<file path="config.mk">
export PLATFORM = sky130hd
export DESIGN_NAME = arvt_cordic_cell
export DESIGN_NICKNAME = d
export VERILOG_FILES = /design/src/rtl/arvt_pkg.sv /design/src/rtl/arvt_cordic_cell.sv
export SDC_FILE = /design/constraint.sdc
export NUM_CORES = 1
export LEC_CHECK = 0
export ABC_CLOCK_PERIOD_IN_PS = 4270
export BUFFER_PORTS_ARGS = -buffer_cell sky130_fd_sc_hd__buf_2
export CAP_MARGIN = 15
export CORE_MARGIN = 1.5
export CORE_UTILIZATION = 30
export DETAILED_ROUTE_END_ITERATION = 16
export SLEW_MARGIN = 20
export SYNTH_ARGS = -nofsm -noshare
export SYNTH_HDL_FRONTEND = slang
export SYNTH_SLANG_ARGS = --single-unit
</file>
<file path="constraint.sdc">
create_clock -name clk -period 4.27 [get_ports clk]
set_input_delay 0.6405 -clock clk [delete_from_list [all_inputs] [get_ports clk]]
set_output_delay 0.6405 -clock clk [all_outputs]
set_load 0.03 [all_outputs]
</file>
<file path="src/rtl/arvt_pkg.sv">
// Shared types, constants and the arctangent table for the axis rotation
// vertex transform. No dependencies; every other file but arvt_tb_pkg uses it by scoped name.
package arvt_pkg;

  localparam int DEFAULT_COORD_WIDTH   = 16;
  localparam int DEFAULT_CORDIC_STAGES = 16;

  // CORDIC datapath widths: x/y in Q1.30 with headroom, angle in binary turns
  localparam int XY_W = 33;
  localparam int Z_W  = 32;

  localparam logic signed [XY_W-1:0] CORDIC_GAIN = 33'sh0_26DD_3B6A;

  // Angle bookkeeping: theta = round(q * 2^32 / 1440) kept as quotient + remainder
  localparam int ANGLE_W = 11;
  localparam logic [ANGLE_W-1:0] QUARTERS_FULL_TURN = 11'd1440;
  localparam logic [ANGLE_W-1:0] REM_INIT           = 11'd720;
  localparam logic [ANGLE_W-1:0] REM_STEP           = 11'd256;
  localparam logic [Z_W-1:0]     THETA_STEP         = 32'd2982616;

  typedef enum logic [1:0] {
    AXIS_X    = 2'd0,
    AXIS_Y    = 2'd1,
    AXIS_Z    = 2'd2,
    AXIS_NONE = 2'd3
  } axis_t;

  typedef struct packed {
    axis_t axis;
    logic  neg;
  } ctrl_t;

  function automatic logic [Z_W-1:0] atan_turn(input int idx);
    logic [Z_W-1:0] v;
    case (idx)
      0:       v = 32'h2000_0000;
      1:       v = 32'h12E4_051E;
      2:       v = 32'h09FB_385B;
      3:       v = 32'h0511_11D4;
      4:       v = 32'h028B_0D43;
      5:       v = 32'h0145_D7E1;
      6:       v = 32'h00A2_F61E;
      7:       v = 32'h0051_7C55;
      8:       v = 32'h0028_BE53;
      9:       v = 32'h0014_5F2F;
      10:      v = 32'h000A_2F98;
      11:      v = 32'h0005_17CC;
      12:      v = 32'h0002_8BE6;
      13:      v = 32'h0001_45F3;
      14:      v = 32'h0000_A2FA;
      15:      v = 32'h0000_517D;
      16:      v = 32'h0000_28BE;
      17:      v = 32'h0000_145F;
      18:      v = 32'h0000_0A30;
      19:      v = 32'h0000_0518;
      20:      v = 32'h0000_028C;
      21:      v = 32'h0000_0146;
      22:      v = 32'h0000_00A3;
      23:      v = 32'h0000_0051;
      24:      v = 32'h0000_0029;
      25:      v = 32'h0000_0014;
      26:      v = 32'h0000_000A;
      27:      v = 32'h0000_0005;
      28:      v = 32'h0000_0003;
      29:      v = 32'h0000_0001;
      30:      v = 32'h0000_0001;
      default: v = 32'h0000_0000;
    endcase
    return v;
  endfunction

endpackage

</file>
<file path="src/rtl/arvt_cordic_cell.sv">
// One CORDIC rotation cell: a fixed shift and arctangent step, registered.
// Depends on arvt_pkg. Cells chain through a valid/ready handshake.
module arvt_cordic_cell #(
  parameter int COORD_WIDTH = arvt_pkg::DEFAULT_COORD_WIDTH,
  parameter int STAGE       = 0
) (
  input  logic                               clk,
  input  logic                               rst_n,
  input  logic                               up_valid,
  output logic                               up_ready,
  input  logic signed [arvt_pkg::XY_W-1:0]   up_x,
  input  logic signed [arvt_pkg::XY_W-1:0]   up_y,
  input  logic signed [arvt_pkg::Z_W-1:0]    up_z,
  input  logic        [3*COORD_WIDTH-1:0]    up_coords,
  input  arvt_pkg::ctrl_t                    up_ctrl,
  output logic                               dn_valid,
  input  logic                               dn_ready,
  output logic signed [arvt_pkg::XY_W-1:0]   dn_x,
  output logic signed [arvt_pkg::XY_W-1:0]   dn_y,
  output logic signed [arvt_pkg::Z_W-1:0]    dn_z,
  output logic        [3*COORD_WIDTH-1:0]    dn_coords,
  output arvt_pkg::ctrl_t                    dn_ctrl
);

  localparam logic signed [arvt_pkg::Z_W-1:0] ATAN = $signed(arvt_pkg::atan_turn(STAGE));

  logic                               vld_r;
  logic signed [arvt_pkg::XY_W-1:0]   x_r, x_nxt;
  logic signed [arvt_pkg::XY_W-1:0]   y_r, y_nxt;
  logic signed [arvt_pkg::Z_W-1:0]    z_r, z_nxt;
  logic        [3*COORD_WIDTH-1:0]    coords_r;
  arvt_pkg::ctrl_t                    ctrl_r;

  // rotate toward zero residual angle
  always_comb begin
    if (!up_z[arvt_pkg::Z_W-1]) begin
      x_nxt = up_x - (up_y >>> STAGE);
      y_nxt = up_y + (up_x >>> STAGE);
      z_nxt = up_z - ATAN;
    end else begin
      x_nxt = up_x + (up_y >>> STAGE);
      y_nxt = up_y - (up_x >>> STAGE);
      z_nxt = up_z + ATAN;
    end
  end

  assign up_ready = !vld_r || dn_ready;

  always_ff @(posedge clk) begin
    if (!rst_n) begin
      vld_r <= 1'b0;
    end else if (up_ready) begin
      vld_r <= up_valid;
    end
  end

  always_ff @(posedge clk) begin
    if (up_valid && up_ready) begin
      x_r      <= x_nxt;
      y_r      <= y_nxt;
      z_r      <= z_nxt;
      coords_r <= up_coords;
      ctrl_r   <= up_ctrl;
    end
  end

  assign dn_valid  = vld_r;
  assign dn_x      = x_r;
  assign dn_y      = y_r;
  assign dn_z      = z_r;
  assign dn_coords = coords_r;
  assign dn_ctrl   = ctrl_r;

endmodule

</file>
==> impl_metrics.csv <==
group,metric,value,unit
worst_setup_path,path_class,"in -> reg",
worst_setup_path,crit_path_start,"up_x[6]",
clock_tree,cts_max_level,4,
worst_setup_path,crit_fanout,10,
worst_setup_path,endpoint_kind,"register",
worst_setup_path,path_delay_family,"compound AO/OA/AOI/OAI gates",
floorplan,rows,66,
yosys,syn_area_per_cell,10.4,µm²
detailed_routing,vias_per_cell,4.94,
pwr,internal-power,3030,µW
yosys,yosys-top-cells-area,"edfxtp_1, ha_1, a21oi_1",
sta,drv_slew,0,
global_route,antenna_found_initial,4,
yosys,synth_edf_count,148,
placed_design,placedCellCount,1687,
floorplan,dieWidth,185,µm
yosys,syn_nets,1219,
layout,layout_commonest_cell,"buf_2",
yosys,synth_top_area_cell,"edfxtp_1",
worst_hold_path,worst_hold_path_type,"in -> reg",
pwr,p_leak,0.00558,µW
pwr,seqPwrFrac,0.392,
global_route,grt_overflow_total,0,
sta,max_freq,280,MHz
yosys,yosysTopAreaCellShare,0.447,
worst_setup_path,cpMostUsedCell,"nor2_1",
sta,finClkSkew,0.00781,ns
clock_tree,clock_sinks,149,
worst_hold_path,hold_start,"up_coords[7]",
global_route,grt_max_degree,73,
yosys,yosysWarnings,0,
sta,rsz0062_at_grt,"false",
worst_setup_path,max_stage_delay,0.43,ns
global_route,grt_use_total,0.179,
sta,finalHoldViolCount,0,
detailed_routing,wl,31.9,mm
worst_setup_path,r2r_start,"dn_valid$_SDFFE_PN0N_",
clock_tree,post-cts-setup-buffers,0,
sta,slew_headroom,0.256,
global_route,grt_pass1_vias,8170,
yosys,synth_cell_types,71,
worst_setup_path,path_cells,"buf_2, inv_1, ha_1, a211oi_1, nor2_1, or4_1, o221a_2, a31oi_1, o221ai_1, a21oi_1, nor2_1, o31ai_1, xnor2_1",
pwr,p_per_area,374,nW/µm²
detailed_routing,wl_per_cell,18.6,µm
clock_tree,cts_max_path_buffers,2,
status,status,"complete, no violations",
detailed_routing,drt_iter0_drc,576,
layout,syn_to_final_growth,26.4,%
yosys,seq_area_frac_synth,0.449,
worst_setup_path,worst_path_max_delay_cell,"a31oi_1",
layout,drive_gt1_frac,0.295,
layout,design_area,12600,µm²
layout,multiInputGateArea,4930,µm²
floorplan,fp.dieArea,34300,µm²
worst_setup_path,cp.required,4.44,ns
sta,holdWs,0.379,ns
sta,max_slew.worst_pin.slew,1.11,ns
global_route,grtUsageMet2,0.320,
flow_run,drv_cap,0,
detailed_routing,firstDrtPassIters,8,
placed_design,gp_congestion,0.881,
yosys,synth_cells,958,
worst_setup_path,startpoint_type,"input port",
pwr,clkPwrFrac,0.307,
layout,utilization,0.386,
yosys,ys_ff_latch,149,
sta,post-route-min-period,3.57,ns
worst_setup_path,path_buf_inv,2,
placed_design,dp_hpwl,25.4,mm
layout,fillers,3244,
floorplan,dieHeight,185,µm
clock_tree,root_buffer,"clkbuf_16",
pwr,combPwrFrac,0.301,
global_route,met3_usage,0.0356,
clock_tree,cts_resized,0,
detailed_routing,ant_nets,0,
layout,seqCellArea,4460,µm²
clock_tree,clock_latency,0.44,ns
floorplan,fp.coreArea,32600,µm²
floorplan,ios,304,
clock_tree,numCtsBuffers,17,
placed_design,port_buffers,303,
pwr,sw_frac_of_total,0.355,
layout,layout.cells.non_filler,1721,
layout,nets,1525,
worst_setup_path,crit_arrival,3.73,ns
layout,most-common-layout-cells,"buf_2, edfxtp_1, a21oi_1",
pwr,peakVddDrop,0.246,mV
sta,post-route-period-util,0.835,
pwr,p_sw,1670,µW
clock_tree,path_clk_slew,0.07,ns
floorplan,start_util,0.305,
global_route,grt_first_pass_wirelength,46.3,mm
sta,setup_viol,0,
yosys,synth_area,9950,µm²
yosys,synthFlopType,"edfxtp_1",
global_route,use_met1,0.214,
detailed_routing,post-route-drc-count,0,
yosys,synth_async_sr_flop_share,0,
clock_tree,hold_buffers,0,
global_route,busiest_layer,"met2",
detailed_routing,num_vias,8494,
placed_design,dpl_cell_area,12000,µm²
clock_tree,cts_tree,"done",
sta,tns,0,ns
==> per-layer routing <==
metal	vias up	wire length (µm)
met5	-	0
met4	0	591
met3	37	2020
met2	356	16100
met1	4022	13300
li1	4079	-
==> through the flow <==
stage	power [µW]	setup WS, ns
2_1_floorplan	2810	0.926
3_3_place_gp	3290	0.388
3_5_place_dp	3290	0.338
4_1_cts	4740	0.767
5_1_grt	4920	0.530
6_report	4700	0.705
==> worst reg2reg max path: stages, from the launching register on <==
cell	delay [ns]
dfxtp_1	0.31
nand2b_1	0.10
and2_4	0.67
buf_4	0.51
==> layout make-up <==
class,count,area share
multi-input combinational,669,0.392
inverter,101,0.0301
antenna,3,0.000597
sequential,149,0.355
tap,442,0.0440
clock buffer,17,0.0338
clock inverter,14,0.00915
timing repair buffer,326,0.135
==> state kept, by name, summed over array words and instances (netlist names) <==
signal     cells
dn_x          32
dn_coords     48
dn_z          32
dn_valid       1
dn_ctrl        3
dn_y          33
==> synth_stat cells, drive strengths merged, types with 4 or more instances <==
cell type / count
mux2i: 18
clkinv: 4
a21oi: 107
and2: 4
o22ai: 4
fa: 4
a211oi: 11
nand2: 40
nor2b: 8
nand4: 9
inv: 97
o41ai: 4
a21o: 18
a31oi: 10
ha: 104
o21a: 10
nor3: 15
nor4: 7
a21boi: 6
nand2b: 5
or3: 5
nor2: 61
xnor2: 59
a211o: 4
clkbuf: 19
edfxtp: 148
or2: 6
o31ai: 18
nand3: 15
o21bai: 19
buf: 20
o21ai: 49
o211ai: 7
==> worst paths after layout <==
check             slack [ns]  cells past startpoint                     end
hold / removal          0.38                      1  dn_coords[7]$_DFFE_PP_
hold reg to reg         0.54                      2   dn_valid$_SDFFE_PN0N_
setup reg to reg        2.32                      3      dn_y[27]$_DFFE_PP_
setup / recovery        0.70                     13      dn_x[27]$_DFFE_PP_
==> cell families (layout without fill, tap and decap cells) <==
logic type               after synthesis  count (layout)  share of synthesized area
AO/OA/AOI/OAI                        297             297                      0.195
XOR/XNOR                              62              62                     0.0546
adder cells (fa/ha/maj)              108             108                      0.139
buffers and inverters                140             458                     0.0562
flip-flops                           149             149                      0.449
multiplexers                          18              18                     0.0181
other                                  0               3                          0
AND/OR/NAND/NOR                      184             184                     0.0891
==> power by group through the flow <==
stage,sequential (µW),clock [µW],combinational (µW)
after floorplan,2150,0,660
after global placement,1880,0,1410
after detailed placement,1880,0,1410
after CTS,1850,1480,1420
after global routing,1860,1530,1530
final,1850,1440,1410
No activity file was read; power rests on OpenSTA's default activity.
